==> src/rtl/itp_pkg.sv <==
package itp_pkg;

    // Character codes that steer the parse
    localparam logic [7:0] CHAR_SPACE = 8'h20;
    localparam logic [7:0] CHAR_TAB   = 8'h09;
    localparam logic [7:0] CHAR_MINUS = 8'h2D;
    localparam logic [7:0] CHAR_PLUS  = 8'h2B;
    localparam logic [7:0] CHAR_ZERO  = 8'h30;
    localparam logic [7:0] CHAR_NINE  = 8'h39;
    localparam logic [7:0] CHAR_LC_A  = 8'h61;
    localparam logic [7:0] CHAR_LC_Z  = 8'h7A;
    localparam logic [7:0] CHAR_UC_A  = 8'h41;
    localparam logic [7:0] CHAR_UC_Z  = 8'h5A;
    localparam logic [7:0] CHAR_LC_X  = 8'h78;
    localparam logic [7:0] CHAR_UC_X  = 8'h58;

    // Bases
    localparam int          RADIX_W   = 6;
    localparam logic [5:0]  BASE_AUTO = 6'd0;
    localparam logic [5:0]  BASE_OCT  = 6'd8;
    localparam logic [5:0]  BASE_DEC  = 6'd10;
    localparam logic [5:0]  BASE_HEX  = 6'd16;
    localparam logic [5:0]  BASE_MAX  = 6'd36;
    localparam logic [5:0]  NOT_DIGIT = 6'd63;

    // Widths
    localparam int VALUE_W  = 64;
    localparam int OFFSET_W = 16;
    localparam longint unsigned MAX_CHARS = 65535;
    localparam int CNT_W = $clog2(MAX_CHARS + 1);
    localparam logic [CNT_W-1:0] CNT_LIMIT = CNT_W'(MAX_CHARS);
    localparam logic [OFFSET_W-1:0] OFFSET_SAT = '1;

    localparam int S_DATA_W = 8;
    localparam int S_USER_W = 1 + RADIX_W;
    localparam int M_DATA_W = ((VALUE_W + OFFSET_W + 7) / 8) * 8;

    typedef enum logic [4:0] {
        PH_IDLE   = 5'b00001,
        PH_SPACE  = 5'b00010,
        PH_BODY   = 5'b00100,
        PH_ZERO   = 5'b01000,
        PH_DIGITS = 5'b10000
    } phase_t;

    typedef struct packed {
        logic [7:0]         ch;
        logic               start_req;
        logic [RADIX_W-1:0] radix;
    } in_item_t;

    typedef struct packed {
        phase_t              phase;
        logic [VALUE_W-1:0]  acc;
        logic                negative;
        logic [RADIX_W-1:0]  base;
        logic [CNT_W-1:0]    consumed;
    } parse_state_t;

    typedef struct packed {
        logic [VALUE_W-1:0]  value;
        logic [OFFSET_W-1:0] end_offset;
    } result_t;

    // Digit value of a character, NOT_DIGIT when it is none
    function automatic logic [5:0] digit_of(input logic [7:0] c);
        logic [5:0] d;
        d = NOT_DIGIT;
        if (c >= CHAR_ZERO && c <= CHAR_NINE) begin
            d = 6'(c - CHAR_ZERO);
        end else if (c >= CHAR_LC_A && c <= CHAR_LC_Z) begin
            d = 6'(c - CHAR_LC_A) + 6'd10;
        end else if (c >= CHAR_UC_A && c <= CHAR_UC_Z) begin
            d = 6'(c - CHAR_UC_A) + 6'd10;
        end
        return d;
    endfunction

endpackage

==> src/rtl/itp_in_reg.sv <==
module itp_in_reg
    import itp_pkg::*;
(
    input  logic     aclk,
    input  logic     aresetn,
    input  logic     load,
    input  in_item_t item_in,
    input  logic     advance,
    output logic     valid,
    output in_item_t item_out
);

    logic     valid_reg;
    logic     valid_next;
    in_item_t item_reg;

    // Occupied after a load, freed when the step consumes it
    always_comb begin
        valid_next = valid_reg;
        if (load) begin
            valid_next = 1'b1;
        end else if (advance) begin
            valid_next = 1'b0;
        end
    end

    always_ff @(posedge aclk) begin
        if (!aresetn) begin
            valid_reg <= 1'b0;
        end else begin
            valid_reg <= valid_next;
        end
    end

    always_ff @(posedge aclk) begin
        if (load) begin
            item_reg <= item_in;
        end
    end

    assign valid    = valid_reg;
    assign item_out = item_reg;

endmodule

==> src/rtl/itp_step.sv <==
module itp_step
    import itp_pkg::*;
(
    input  parse_state_t st,
    input  in_item_t     item,
    output parse_state_t st_next,
    output logic         emit,
    output result_t      result
);

    phase_t             ph;
    logic [VALUE_W-1:0] acc;
    logic               neg;
    logic [RADIX_W-1:0] base;
    logic [CNT_W-1:0]   cnt;
    logic               done;
    logic               inc;
    logic               is_ws;
    logic               is_x;
    logic [5:0]         dig;

    assign is_ws = (item.ch == CHAR_SPACE) || (item.ch == CHAR_TAB);
    assign is_x  = (item.ch == CHAR_LC_X) || (item.ch == CHAR_UC_X);
    assign dig   = digit_of(item.ch);

    // One character through the prefix/sign/digit sequence
    always_comb begin
        ph   = st.phase;
        acc  = st.acc;
        neg  = st.negative;
        base = st.base;
        cnt  = st.consumed;
        done = 1'b0;
        inc  = 1'b0;
        emit = 1'b0;

        // new string restarts the parse with this character
        if (item.start_req) begin
            ph   = PH_SPACE;
            acc  = '0;
            neg  = 1'b0;
            cnt  = '0;
            base = (item.radix > BASE_MAX) ? BASE_MAX : item.radix;
        end

        if (ph == PH_IDLE) begin
            done = 1'b1;
        end

        // leading blanks and sign
        if (!done && ph == PH_SPACE) begin
            if (is_ws) begin
                inc  = 1'b1;
                done = 1'b1;
            end else begin
                ph = PH_BODY;
                if (item.ch == CHAR_MINUS) begin
                    neg  = 1'b1;
                    inc  = 1'b1;
                    done = 1'b1;
                end else if (item.ch == CHAR_PLUS) begin
                    inc  = 1'b1;
                    done = 1'b1;
                end
            end
        end

        // leading zero may open a hex or octal prefix
        if (!done && ph == PH_BODY) begin
            if ((base == BASE_AUTO || base == BASE_HEX) && item.ch == CHAR_ZERO) begin
                inc  = 1'b1;
                ph   = PH_ZERO;
                done = 1'b1;
            end else begin
                if (base == BASE_AUTO) begin
                    base = BASE_DEC;
                end
                ph = PH_DIGITS;
            end
        end

        if (!done && ph == PH_ZERO) begin
            if (is_x) begin
                base = BASE_HEX;
                inc  = 1'b1;
                ph   = PH_DIGITS;
                done = 1'b1;
            end else begin
                if (base == BASE_AUTO) begin
                    base = BASE_OCT;
                end
                ph = PH_DIGITS;
            end
        end

        // digit accumulate or stop
        if (!done) begin
            if (dig < base) begin
                acc = VALUE_W'(acc * VALUE_W'(base)) + VALUE_W'(dig);
                inc = 1'b1;
            end else begin
                emit = 1'b1;
                ph   = PH_IDLE;
            end
        end
    end

    // saturating character count
    always_comb begin
        st_next.phase    = ph;
        st_next.acc      = acc;
        st_next.negative = neg;
        st_next.base     = base;
        st_next.consumed = (inc && cnt < CNT_LIMIT) ? cnt + CNT_W'(1) : cnt;
    end

    assign result.value      = neg ? VALUE_W'(0) - acc : acc;
    assign result.end_offset = (CNT_W > OFFSET_W && cnt > CNT_W'(OFFSET_SAT)) ?
                               OFFSET_SAT : OFFSET_W'(cnt);

endmodule

==> src/rtl/integer_text_parser_unit.sv <==
// Channel  Dir  Port group              Contents
// s_       in   tvalid/tready/tdata/    one character; tuser: start_req, radix
//               tuser
// m_       out  tvalid/tready/tdata     parsed value and end offset
//
// One character per cycle unless a stalled result holds the input register.
// The accumulator multiply-add by the base sits between the input register
// and the result register; parse state updates in the same cycle.
// Reset (aresetn low, synchronous) empties both registers and idles the parser.
// A stalled result holds the input register; s_tready drops only then.
module integer_text_parser_unit
    import itp_pkg::*;
(
    input  logic                aclk,
    input  logic                aresetn,
    input  logic                s_tvalid,
    output logic                s_tready,
    input  logic [S_DATA_W-1:0] s_tdata,   // [7:0] ch
    input  logic [S_USER_W-1:0] s_tuser,   // [0] start_req, [6:1] radix
    output logic                m_tvalid,
    input  logic                m_tready,
    output logic [M_DATA_W-1:0] m_tdata    // [63:0] value, [79:64] end_offset
);

    in_item_t     s_item;
    in_item_t     cur_item;
    logic         cur_valid;
    logic         load;
    logic         advance;
    parse_state_t st_reg;
    parse_state_t st_next;
    logic         emit;
    result_t      result;
    logic         m_tvalid_reg;
    logic         m_tvalid_next;
    result_t      res_reg;

    assign s_item.ch        = s_tdata[7:0];
    assign s_item.start_req = s_tuser[0];
    assign s_item.radix     = s_tuser[RADIX_W:1];

    // Handshake: step runs when the result register is free or draining
    assign advance  = cur_valid && (!m_tvalid_reg || m_tready);
    assign s_tready = !cur_valid || advance;
    assign load     = s_tvalid && s_tready;

    itp_in_reg u_in_reg (
        .aclk     (aclk),
        .aresetn  (aresetn),
        .load     (load),
        .item_in  (s_item),
        .advance  (advance),
        .valid    (cur_valid),
        .item_out (cur_item)
    );

    itp_step u_step (
        .st      (st_reg),
        .item    (cur_item),
        .st_next (st_next),
        .emit    (emit),
        .result  (result)
    );

    // Parse state
    always_ff @(posedge aclk) begin
        if (!aresetn) begin
            st_reg <= '{phase: PH_IDLE, acc: '0, negative: 1'b0, base: '0, consumed: '0};
        end else if (advance) begin
            st_reg <= st_next;
        end
    end

    // Result register
    always_comb begin
        m_tvalid_next = m_tvalid_reg;
        if (advance) begin
            m_tvalid_next = emit;
        end else if (m_tready) begin
            m_tvalid_next = 1'b0;
        end
    end

    always_ff @(posedge aclk) begin
        if (!aresetn) begin
            m_tvalid_reg <= 1'b0;
        end else begin
            m_tvalid_reg <= m_tvalid_next;
        end
    end

    always_ff @(posedge aclk) begin
        if (advance && emit) begin
            res_reg <= result;
        end
    end

    assign m_tvalid = m_tvalid_reg;
    assign m_tdata  = M_DATA_W'({res_reg.end_offset, res_reg.value});

endmodule

==> config.mk <==
export PLATFORM = sky130hd
export DESIGN_NAME = integer_text_parser_unit
export DESIGN_NICKNAME = d
export VERILOG_FILES = /design/src/rtl/itp_pkg.sv /design/src/rtl/itp_in_reg.sv /design/src/rtl/itp_step.sv /design/src/rtl/integer_text_parser_unit.sv
export SDC_FILE = /design/constraint.sdc
export NUM_CORES = 1
export LEC_CHECK = 0
export ABC_AREA = 1
export CELL_PAD_IN_SITES_DETAIL_PLACEMENT = 0
export CELL_PAD_IN_SITES_GLOBAL_PLACEMENT = 2
export CORE_ASPECT_RATIO = 2
export CORE_MARGIN = 3
export CORE_UTILIZATION = 39
export DETAILED_ROUTE_END_ITERATION = 7
export DONT_BUFFER_PORTS = 1
export PLACE_DENSITY = 0.79
export SLEW_MARGIN = 20
export SYNTH_ARGS = -nofsm -noshare
export SYNTH_HDL_FRONTEND = slang
export SYNTH_SLANG_ARGS = --single-unit
==> constraint.sdc <==
create_clock -name aclk -period 8.8 [get_ports aclk]
set_input_delay 0.44 -clock aclk [delete_from_list [all_inputs] [get_ports aclk]]
set_output_delay 0.44 -clock aclk [all_outputs]
set_load 0.02 [all_outputs]
# Word-level counts from Yosys, hierarchy flattened
# Cells that the tools add are included.
dict set report word_totals {
  output_inout_bits 82
  wordCells 121
  input_bits 19
  register_bits 189
}
dict set report op_classes {
  muxes 54
  add_sub_neg 8
  eq_ne 12
  n_mul 1
  n_reduce_logical 25
  n_lt_le_gt_ge 9
}
# operator count
set op_table {}
lappend op_table {{64-bit 2-to-1 mux} 4}
lappend op_table {{6-bit 2-to-1 mux} 11}
lappend op_table {{64-bit by 6-bit adder with 64-bit output} 1}
lappend op_table {{64-bit by 6-bit multiplier with 64-bit output} 1}
lappend op_table {{1-bit by 64-bit subtractor with 64-bit output (first input constant)} 1}
lappend op_table {{5-bit 2-to-1 mux} 8}
lappend op_table {{8-bit by 6-bit equality test with 1-bit output (second input constant)} 4}
lappend op_table {{16-bit 2-to-1 mux} 2}
lappend op_table {{1-bit 2-to-1 mux} 29}
lappend op_table {{16-bit by 1-bit adder with 16-bit output (second input constant)} 1}
lappend op_table {{8-bit by 7-bit equality test with 1-bit output (second input constant)} 2}
lappend op_table {{8-bit by 7-bit greater-or-equal comparator with 1-bit output (second input constant)} 2}
lappend op_table {{8-bit by 7-bit less-or-equal comparator with 1-bit output (second input constant)} 2}
lappend op_table {{16-bit less-than comparator (second input constant)} 1}
lappend op_table {{6-bit by 4-bit adder with 6-bit output (second input constant)} 2}
lappend op_table {{6-bit zero test} 2}
lappend op_table {{6-bit subtractor (second input constant)} 2}
lappend op_table {{1-bit logical AND} 11}
lappend op_table {{8-bit by 4-bit equality test with 1-bit output (second input constant)} 1}
lappend op_table {{8-bit by 6-bit greater-or-equal comparator with 1-bit output (second input constant)} 1}
lappend op_table {{8-bit by 6-bit less-or-equal comparator with 1-bit output (second input constant)} 1}
lappend op_table {{6-bit by 5-bit equality test with 1-bit output (second input constant)} 1}
lappend op_table {{6-bit > comparator (second input constant)} 1}
lappend op_table {{6-bit less-than comparator} 1}
lappend op_table {{other kinds (8)} 17}

# Depth between registers and ports, before layout
# Gate-level depths: netlist of the first run.
dict set report logic_depth {
  word_depth 20
  mapped_depth 51
  ltp_nobuf 49
}

# By module
# From an unflattened synthesis of the first run, not the netlist that was laid out.
dict set report hier_totals {
  cells_unflattened 3704
  hier_area_um2 25049.0
}
# mod cells_each n_inst seq_area_each_um2 area_per_inst_um2
set by_module_without_submodules {}
lappend by_module_without_submodules {itp_step 2988 1 0.0 17992.3}
lappend by_module_without_submodules {integer_text_parser_unit 695 1 4264.1 6562.5}
lappend by_module_without_submodules {itp_in_reg 21 1 470.5 494.2}

# Worst setup path after synthesis of the first run
# OpenSTA, ideal clock, no wires.
dict set report synth_path {
  path_kind {reg-to-reg}
  startpoint {register u_in_reg.item_reg (netlist bit u_in_reg.item_out[11])}
  endpoint {register m_tvalid_reg (netlist: m_tvalid)}
  setup_slack_ns 1.694
  setup_ns 0.077
  required_time_ns 8.723
  period_less_slack_ns 7.106
  arrival_time_ns 7.029
  path_buffers 4
  stages_incl_launch_ff 28
  cell_sequence {edfxtp_1 -> inv_1 -> ha_1 -> nand2_1 -> nor2_1 -> nor2_1 -> nand2_2 -> nand2_1 -> nand2_2 -> o21ai_2 -> nand2_1 -> inv_1 -> nand3_1 -> nand3b_1 -> nand2_1 -> clkbuf_1 -> clkbuf_1 -> ha_1 -> a21oi_1 -> nor2_1 -> a211oi_1 -> clkbuf_1 -> clkbuf_1 -> nand2_1 -> nand2_1 -> nor2_1 -> inv_1 -> a21oi_1}
}
dict set report synth_between {
  elab_chain_len 16
  elab_cells_between_ends 55
  classes_between {5 x add/sub; 7 x order compare; 9 x eq/ne; 23 x mux; 11 x reduce/logical}
}
# item line
set synth_lines {}
lappend synth_lines {{from (decl)} itp_in_reg.sv:15} ;# in_item_t item_reg;
lappend synth_lines {{from (signal assigned)} itp_in_reg.sv:37} ;# item_reg <= item_in;
lappend synth_lines {{8-bit by 6-bit equality test with 1-bit output} itp_step.sv:61} ;# end else if (item.ch == CHAR_PLUS) begin
lappend synth_lines {{1-bit 2-to-1 mux} itp_step.sv:61}
lappend synth_lines {{1-bit 2-to-1 mux} itp_step.sv:57} ;# if (item.ch == CHAR_MINUS) begin
lappend synth_lines {{1-bit 2-to-1 mux} itp_step.sv:52} ;# if (is_ws) begin
lappend synth_lines {{1-bit 2-to-1 mux} itp_step.sv:51} ;# if (!done && ph == PH_SPACE) begin
lappend synth_lines {{1-bit zero test} itp_step.sv:69} ;# if (!done && ph == PH_BODY) begin
lappend synth_lines {{1-bit logical AND} itp_step.sv:69}
lappend synth_lines {{6-bit 2-to-1 mux} itp_step.sv:69}
lappend synth_lines {{6-bit zero test} itp_step.sv:89} ;# if (base == BASE_AUTO) begin
lappend synth_lines {{6-bit 2-to-1 mux} itp_step.sv:89}
lappend synth_lines {{6-bit 2-to-1 mux} itp_step.sv:83} ;# if (is_x) begin
lappend synth_lines {{6-bit 2-to-1 mux} itp_step.sv:82} ;# if (!done && ph == PH_ZERO) begin
lappend synth_lines {{6-bit less-than comparator} itp_step.sv:98} ;# if (dig < base) begin
lappend synth_lines {{1-bit 2-to-1 mux} itp_step.sv:98}
lappend synth_lines {{1-bit 2-to-1 mux (*)} itp_step.sv:97} ;# if (!done) begin
lappend synth_lines {{1-bit 2-to-1 mux (*)} integer_text_parser_unit.sv:77} ;# if (advance) begin
lappend synth_lines {{named net m_tvalid_next} integer_text_parser_unit.sv:35} ;# logic m_tvalid_next;
lappend synth_lines {{to (signal assigned)} integer_text_parser_unit.sv:88} ;# m_tvalid_reg <= m_tvalid_next;
lappend synth_lines {{to (decl)} integer_text_parser_unit.sv:34} ;# logic m_tvalid_reg;
# The timed path passes the listed nets; every way through them passes the cells marked *.
# A chain may end at the register's enable or synchronous reset.

==> flow_summary_export.csv, run 1 <==
group,metric,value,unit
critical_path,r2r-end,"m_tdata[62]",
power_and_ir_drop,p_leak,0.01215,uW
critical_path,path_class,"register to register",
critical_path,startpoint_type,"register",
placed_design,dp.cells,3979,
global_route,grt.overflow.total,0,
outcome,status,"complete, no violations",
global_route,grt_pass1_vias,22854,
clocking,cts_tree,"built",
timing,period_share,94.73,%
global_route,grt_max_degree,91,
power_and_ir_drop,ir_worst_vdd,0.1045,mV
yosys,synth_top_area_share,20.64,%
timing,rsz0062_at_grt,"true",
floorplanning,start_util,39.38,%
routing,vias_per_cell,5.452,
yosys,yosys_warnings,0,
yosys,synth_fp_nets,3671,
yosys,netlist_top_cells_area,"fa_1 21%, edfxtp_1 12%, nand2_1 12%",
critical_path,cpPeakStageDelay,570,ps
timing,finalSetupViolations,0,
critical_path,cp.buffers_inverters,3,
power_and_ir_drop,p_per_area,131.8,mW/mm^2
clocking,cts_hold_buf,0,
critical_path,cpMaxStageDelayCell,"fa_1",
clocking,clkSinkCount,189,
timing,drv_slew,0,
critical_path,cp.depth,36,
finish,fin_area,0.02521,sq mm
clocking,cts_buffers,25,
yosys,seq_area_frac_synth,20.34,%
critical_path,crit_path_max_fanout,10,
clocking,clk_pin_slew,80,ps
global_route,globalRouteTotalUtil,28.93,%
yosys,async_flop_share,0,%
floorplanning,dieArea,0.06283,sq mm
finish,drive_gt1_share,5.728,%
placed_design,dpl.hpwl,74.45,mm
worst_hold_path,whs_path_depth,0,
timing,slew_headroom,35.94,%
routing,drc,0,
clocking,clkLatencyLatePin,520,ps
clocking,htreeDepth,4,
floorplanning,io_pins,101,
floorplanning,die_x,178.8,um
critical_path,reg2reg_from,"u_in_reg.item_out[8]",
yosys,yosys.area.top_type,"fa_1",
yosys,synthesis.instances,3267,
routing,totalWireLength,90.23,mm
timing,max_freq,120.0,MHz
critical_path,required,9080,ps
yosys,synthTopCellsByCount,"732 x nand2_1, 635 x nor2_1, 415 x inv_1",
floorplanning,rows,126,
placed_design,pre_cts_ws,94.61,ps
yosys,synth.most_common_cell,"nand2_1",
placed_design,globalplace.congestion,0.9588,
finish,final_util,42.65,%
yosys,synth.cell_area,0.02328,sq mm
worst_hold_path,hold_end,"u_in_reg.item_out[11]",
clocking,clockBufferDepth,3,
finish,nNetsFinal,3645,
yosys,ys_ff_latch,189,
timing,worst_slew_pin_slew,960.9,ps
critical_path,critPathTopFamily,"simple AND/OR/NAND/NOR gates",
floorplanning,die_y,351.5,um
clocking,ctsRootBufferMaster,"clkbuf_16",
timing,finalHoldViolCount,0,
timing,worst_slack,463.9,ps
routing,drt-initial-drc-count,1656,
routing,first_pass_iters,7,
critical_path,crit_arrival,8620,ps
critical_path,end_kind,"register",
placed_design,port_buffers,0,
worst_hold_path,min_from,"s_tdata[4]",
routing,vias,21890,
timing,period_minus_slack,8336,ps
critical_path,rr_worst_depth,36,
global_route,grt_pass1_wl,136.2,mm
routing,ant_nets,0,
floorplanning,core,0.05912,sq mm
yosys,synth_edf_count,95,
finish,area_growth,8.309,%
global_route,antenna_found_initial,0,
yosys,synth_cell_type_count,45,
flow_run,drv_cap,0,
finish,n_antenna_cell,0,
critical_path,critPathMostFrequentCell,"nand2_1",
finish,largest_reg_flops,92,
critical_path,r2r_slack,460,ps
timing,finClkSkew,22.92,ps
yosys,syn-mean-instance-area,7.125,sq um
finish,finalNonFillerCells,4015,
timing,whs,27.60,ps
placed_design,place_area,0.02426,sq mm
yosys,ys_dominant_reg_cell,"edfxtp_1",
routing,drt-wirelength-per-cell,22.47,um
worst_hold_path,hp-class,"primary input to register",
repair_timing:
action | in CTS | in global routing
setup buffers | 0 | 3
resized for setup | 0 | 60
setup endpoints to repair | 0 | 44
layout by cell type (no fill, tap or decap), types with 3 or more instances in the layout:
master       n
nand2_1    716
nor2_1     622
inv_1      414
fa_1       240
a21oi_1    181
o21ai_0    151
ha_1       145
nand3_1    102
edfxtp_1    95
dfxtp_1     94
nand4_1     90
xor2_1      47
buf_4       47
xnor2_1     44
nand2_2     31
clkbuf_16   25
nor2_2      24
nor3_1      21
nand3b_1    15
o211ai_1    13
o21ai_1     12
inv_2       11
o21bai_1    11
o21a_1       9
nor2_4       9
nand3_2      7
clkinv_1     6
a21o_1       6
buf_12       6
nor4_1       5
xnor2_2      5
a31oi_1      5
o21ai_2      4
a21boi_0     4
clkbuf_1     3
where the power goes:
part / leakage [uW] / internal, uW / switching, uW
Clock: 0.000352 / 570 / 379
Combinational: 0.0101 / 376 / 944
Sequential: 0.00168 / 999 / 55.8
Total: 0.0122 / 1940 / 1380
cells by family after synthesis:
group / Yosys count / share of synthesized area (%)
and+or+nand+nor: 1652 / 29.22
AOI/OAI and AO/OA: 408 / 9.390
DFF: 189 / 20.34
xor gates and xnor gates: 96 / 3.612
adders and majority gates: 385 / 28.43
buffers and inverters: 537 / 9.008
worst max-delay path by stage:
stage                                from           to  slack [ps]
floorplan           u_in_reg.item_out[11]     m_tvalid        1690
detailed placement   u_in_reg.item_out[8]  m_tdata[62]          90
global route        u_in_reg.item_out[11]  m_tdata[51]         -20
finish               u_in_reg.item_out[8]  m_tdata[62]         460
CTS                  u_in_reg.item_out[8]  m_tdata[62]          70
global placement     u_in_reg.item_out[7]  m_tdata[62]         100
through the flow:
stage	total power [uW]	setup TNS, ps
global route	3519	-57.17
CTS	3319	0
finish	3323	0
global placement	2359	0
detailed placement	2364	0
floorplan	1942	0
layer usage:
metal  up-vias  routed length [um]  global-route usage, %  share of wire (%)
met5         -                   0                      0                  0
met4         0                5723                  15.48                6.3
met3       186                3347                  2.165                3.7
li1      10301                   -                      -                  -
met1     10723               34060                  32.61                 38
met2       680               47100                  53.43                 52
final cells by class:
type / count / area, sq um
clock buffer: 28 / 636.9
clock inverter: 5 / 78.83
fill: 6303 / 33910
inverter: 431 / 1618
multi-input combinational: 2541 / 16710
sequential: 189 / 4735
tap: 768 / 960.9
timing repair buffer: 53 / 473.0
Note: power is estimated with default switching activity, not from simulation.
==> run 2, diff against run 1 <==
--- a/config.mk
+++ b/config.mk
@@ -10,11 +10,11 @@
 export CELL_PAD_IN_SITES_GLOBAL_PLACEMENT = 2
 export CORE_ASPECT_RATIO = 2
 export CORE_MARGIN = 3
-export CORE_UTILIZATION = 39
+export CORE_UTILIZATION = 38
 export DETAILED_ROUTE_END_ITERATION = 7
 export DONT_BUFFER_PORTS = 1
 export PLACE_DENSITY = 0.79
-export SLEW_MARGIN = 20
 export SYNTH_ARGS = -nofsm -noshare
 export SYNTH_HDL_FRONTEND = slang
+export SYNTH_HIERARCHICAL = 1
 export SYNTH_SLANG_ARGS = --single-unit
==> flow_summary_export.csv, run 2 <==
group,metric,value,unit
routing,first_pass_iters,5,
timing,rsz0062_at_grt,"true",
yosys,synth_edf_count,95,
global_route,grt.overflow.total,0,
global_route,grt_max_degree,103,
finish,final_cell_mix,"924 x nand2_1, 694 x nor2_1, 502 x inv_1, 240 x fa_1, 226 x nand3_1",
yosys,ys_dominant_reg_cell,"edfxtp_1",
placed_design,port_buffers,0,
outcome,status,"complete, no violations",
critical_path,end_kind,"register",
timing,period_minus_slack,8448,ps
yosys,synth.most_common_cell,"nand2_1",
finish,nNetsFinal,4094,
yosys,synth_adder_area_share,26.37,%
yosys,ys_ff_latch,189,
finish,final_util,42.02,%
yosys,synth.cell_area,0.02505,sq mm
timing,drv_slew,0,
timing,slew_headroom,25.81,%
yosys,yosys.area.top_type,"fa_1",
global_route,grt_pass1_wl,157.0,mm
yosys,synth_cell_type_count,46,
finish,n_antenna_cell,0,
yosys,async_flop_share,0,%
floorplanning,io_pins,101,
global_route,globalRouteTotalUtil,30.04,%
clocking,clockBufferDepth,3,
clocking,cts_tree,"built",
yosys,synth_top_area_share,19.18,%
floorplanning,rows,132,
floorplanning,die_y,369.1,um
worst_hold_path,hp-class,"primary input to register",
timing,whs,43.64,ps
floorplanning,dieArea,0.06922,sq mm
critical_path,critPathMostFrequentCell,"nand2_1",
placed_design,dp.cells,4519,
yosys,seq_area_frac_synth,18.90,%
finish,final_common_cell,"nand2_1",
power_and_ir_drop,p_leak,0.01369,uW
flow_run,drv_cap,0,
timing,max_freq,118.4,MHz
clocking,ctsRootBufferMaster,"clkbuf_16",
global_route,grt_pass1_vias,25476,
power_and_ir_drop,ir_worst_vdd,0.1628,mV
floorplanning,die_x,187.5,um
global_route,antenna_found_initial,0,
clocking,cts_buffers,25,
clocking,htreeDepth,4,
yosys,synthTopCellsByCount,"942 x nand2_1, 708 x nor2_1, 502 x inv_1",
yosys,netlist_top_cells_area,"fa_1 19%, nand2_1 14%, edfxtp_1 11%",
timing,finalHoldViolCount,0,
power_and_ir_drop,p_per_area,153.3,mW/mm^2
critical_path,crit_arrival,8730,ps
finish,largest_reg_flops,92,
timing,finClkSkew,22.29,ps
placed_design,pre_cts_ws,-301.6,ps
critical_path,path_class,"register to register",
timing,worst_slack,351.5,ps
timing,worst_slew_pin_slew,1113,ps
routing,totalWireLength,104.0,mm
yosys,synthesis.instances,3704,
clocking,clk_pin_slew,70,ps
floorplanning,start_util,38.49,%
placed_design,globalplace.congestion,0.9777,
yosys,syn-mean-instance-area,6.763,sq um
critical_path,reg2reg_from,"u_in_reg/item_out[6]",
worst_hold_path,min_from,"aresetn",
finish,finalNonFillerCells,4568,
timing,fin_tns_setup,0,ps
critical_path,crit_path_max_fanout,39,
routing,drc,0,
yosys,synthMuxAreaShare,0,%
yosys,synth_compound_gate_area_share,6.503,%
routing,drt-initial-drc-count,1650,
yosys,synth_fp_nets,4107,
finish,drive_gt1_share,6.384,%
yosys,synth_top_family_by_area,"simple AND/OR/NAND/NOR gates",
critical_path,cpPeakStageDelay,570,ps
yosys,yosys.area_share.simple,34.21,%
critical_path,cp-startpoint,"u_in_reg/item_out[6]",
routing,vias,24308,
placed_design,dpl.hpwl,85.62,mm
timing,finalSetupViolations,0,
clocking,clkLatencyLatePin,520,ps
critical_path,cpMaxStageDelayCell,"fa_1",
critical_path,required,9080,ps
yosys,yosys_warnings,6,
timing,period_share,96.01,%
clocking,clkSinkCount,189,
routing,drt-wirelength-per-cell,22.76,um
floorplanning,core,0.06507,sq mm
routing,vias_per_cell,5.321,
yosys,synth_xor_xnor_area_share,3.252,%
routing,ant_nets,0,
critical_path,startpoint_type,"register",
finish,area_growth,9.171,%
-- run 2: final timing paths --
kind	cells past startpoint	slack, ps	to
max	39	350	m_tdata[41]
min	1	40	st_reg[87]
max reg2reg	39	350	m_tdata[41]
min reg2reg	2	480	st_reg[38]
-- run 2: final cells by class --
class                   instances  area [sq um]
fillers                      7049         37730
inverters                     524          1971
well taps                     871          1090
clock buffers                  26         639.4
multi-input cells            2851         17880
clock inverters                 7         163.9
flip-flops and latches        189          4738
repair buffers                100         863.3
-- run 2: timing repair --
item | 4_1_cts | 5_1_grt
endpoints found under the setup margin | 23 | 34
pin swaps | 0 | 2
endpoints found under the hold margin | 15 | 0
buffers inserted | 0 | 1
resized for setup | 7 | 60
hold buffers | 15 | 0
-- run 2: critical path, delay by kind of cell (launching register included) --
| family | cells | cell delay [ps] |
|---|---|---|
| compound gates | 2 | 460 |
| fa+ha+maj | 5 | 2340 |
| buf+inv | 6 | 860 |
| flops | 1 | 500 |
| simple gates | 26 | 4010 |
-- run 2: kinds of logic (layout without fill, tap and decap cells) --
family | after synthesis | after routing
DFF | 189 | 189
adders and majority gates | 384 | 384
xor gates and xnor gates | 93 | 93
buffers and inverters | 664 | 657
and+or+nand+nor | 2066 | 2066
AOI/OAI and AO/OA | 308 | 308
-- run 2: layer usage --
| layer | routed length [um] | track usage (%) |
|---|---|---|
| met5 | 0 | 0 |
| met3 | 3849 | 2.247 |
| met4 | 8001 | 18.92 |
| met1 | 38130 | 32.96 |
| met2 | 53970 | 55.62 |
-- run 2: power breakdown --
part | internal, uW | switching [uW]
sequential | 1050 | 103
combinational | 578 | 1410
clock | 663 | 384
-- run 2: per-stage QoR --
step                      area (sq um)  power [uW]
final                            27350        4192
after CTS                        27160        4202
after global placement           26180        3127
after detailed placement         26180        3128
after floorplan                  25050        2483
after global routing             27350        4483
==> run 3, diff against run 2 <==
==> constraint.sdc (replaced) <==
create_clock -name aclk -period 9.4 [get_ports aclk]
set_input_delay 1.88 -clock aclk [delete_from_list [all_inputs] [get_ports aclk]]
set_output_delay 1.88 -clock aclk [all_outputs]
set_load 0.02 [all_outputs]
==> flow_summary_export.csv, run 3 (same netlist as run 2, synthesis figures left out) <==
group,metric,value,unit
timing,worst_slew_pin_slew,936.6,ps
power_and_ir_drop,p_seq_share,29.2,%
timing,slew_headroom,36.90,%
timing,period_share,95.32,%
floorplanning,dieArea,0.06922,sq mm
clocking,clkSinkCount,189,
floorplanning,io_pins,101,
finish,area_growth,6.184,%
routing,totalWireLength,103.2,mm
clocking,clkLatencyLatePin,520,ps
global_route,grt_pass1_wl,155.8,mm
finish,final_cell_mix,"937 x nand2_1, 704 x nor2_1, 502 x inv_1, 240 x fa_1, 228 x nand3_1",
critical_path,crit_path_max_fanout,22,
power_and_ir_drop,p_leak,0.01337,uW
worst_hold_path,hp-class,"register to register",
clocking,cts_setup_buffers,0,
routing,ant_nets,0,
routing,vias,24299,
power_and_ir_drop,pwr-share-comb,48.2,%
clocking,ctsRootBufferMaster,"clkbuf_16",
critical_path,critPathMostFrequentCell,"nand2_1",
power_and_ir_drop,swShare,46.78,%
clocking,clockBufferDepth,3,
global_route,grt_pass1_vias,25251,
power_and_ir_drop,ir_worst_vdd,0.1256,mV
critical_path,startpoint_type,"register",
floorplanning,die_x,187.5,um
global_route,antenna_found_initial,1,
global_route,grt.overflow.total,0,
timing,drv_slew,0,
timing,finClkSkew,20.41,ps
timing,rsz0062_at_grt,"false",
finish,final_common_cell,"nand2_1",
clocking,htreeDepth,4,
finish,final_util,40.87,%
power_and_ir_drop,p_per_area,140.4,mW/mm^2
floorplanning,start_util,38.49,%
finish,drive_gt1_share,4.304,%
routing,drt-initial-drc-count,1673,
critical_path,end_kind,"register",
finish,seq_area,0.004738,sq mm
timing,max_freq,111.6,MHz
critical_path,cpPeakStageDelay,600,ps
critical_path,crit_arrival,9230,ps
finish,finalNonFillerCells,4519,
finish,largest_reg_flops,92,
global_route,grt_max_degree,103,
global_route,globalRouteTotalUtil,29.78,%
power_and_ir_drop,p_int,1987,uW
critical_path,path_class,"register to register",
outcome,status,"complete, no violations",
placed_design,dpl.hpwl,85.56,mm
routing,drt-wirelength-per-cell,22.84,um
finish,n_antenna_cell,0,
floorplanning,rows,132,
routing,drc,0,
clocking,cts_buffers,25,
floorplanning,core,0.06507,sq mm
timing,finalSetupViolations,0,
critical_path,cpMaxStageDelayCell,"edfxtp_1",
finish,nNetsFinal,4045,
routing,first_pass_iters,7,
finish,fill_cells,7164,
clocking,cts_tree,"built",
routing,vias_per_cell,5.377,
floorplanning,die_y,369.1,um
timing,fin_tns_setup,0,ps
placed_design,dp.cells,4486,
clocking,clk_pin_slew,70,ps
placed_design,globalplace.congestion,0.9551,
timing,period_minus_slack,8960,ps
flow_run,drv_cap,0,
placed_design,port_buffers,0,
critical_path,required,9670,ps
timing,finalHoldViolCount,0,
power_and_ir_drop,switchingPower,1747,uW
power_and_ir_drop,p_clk_share,22.6,%
finish,multi_input_area,0.01771,sq mm
-- run 3: cell count changes in the layout (fill, tap and decap cells not counted), sizes merged --
cell         delta
buf            -34
dlygate4sd3    -15
bufinv          -5
clkbuf          +3
inv             +2
-- run 3: final timing paths --
kind | from | end | slack [ps] | cells after the start
max | u_in_reg/item_out[6] | m_tdata[49] | 440 | 41
min reg2reg | st_reg[15] | st_reg[15] | 480 | 2
min | st_reg[15] | st_reg[15] | 480 | 2
max reg2reg | u_in_reg/item_out[6] | m_tdata[49] | 440 | 41
-- run 3: worst max-delay path, delay by kind of cell, from the launching register on --
family          cells  cell delay [ps]
flops               1              600
buf+inv             8              950
compound gates      2              740
fa+ha+maj           5             2210
simple gates       26             4190
-- run 3: power by group through the flow --
stage	Combinational (uW)	Sequential, uW	Clock [uW]
final	1800	1090	843
after global routing	2010	1100	895
after CTS	1790	1090	860
after detailed placement	1780	1110	0
after global placement	1780	1110	0
after floorplan	1240	1090	0
-- run 3: stage by stage --
stage | worst slack [ps] | cell area [sq um] | total power [uW] | hold WS (ps)
6_report | 440.1 | 26600 | 3734 | 482.9
5_1_grt | 15.03 | 26600 | 4000 | 502.8
4_1_cts | 54.40 | 26540 | 3748 | 488.3
3_5_place_dp | 86.04 | 25850 | 2894 | 472.6
3_3_place_gp | 73.40 | 25850 | 2886 | 461.3
2_1_floorplan | 1948 | 25050 | 2325 | 445.8
-- run 3: routing by layer --
metal  global-route usage, %  share of wire [%]
met1                   32.86                 37
met2                   55.65                 53
met3                   2.019                3.8
met4                   17.56                7.1
met5                       0                  0
-- run 3: final cells by class --
cell class	count	share of cell area, %
Clock buffer	29	2.484
Clock inverter	4	0.09408
Inverter	524	7.395
Multi-Input combinational cell	2851	66.58
Sequential cell	189	17.81
Tap cell	871	4.097
Timing Repair Buffer	51	1.538
-- run 3: what timing repair did --
action	CTS	global route
hold buffers	0	0
resized for setup	0	16
endpoints found under the setup margin	0	23
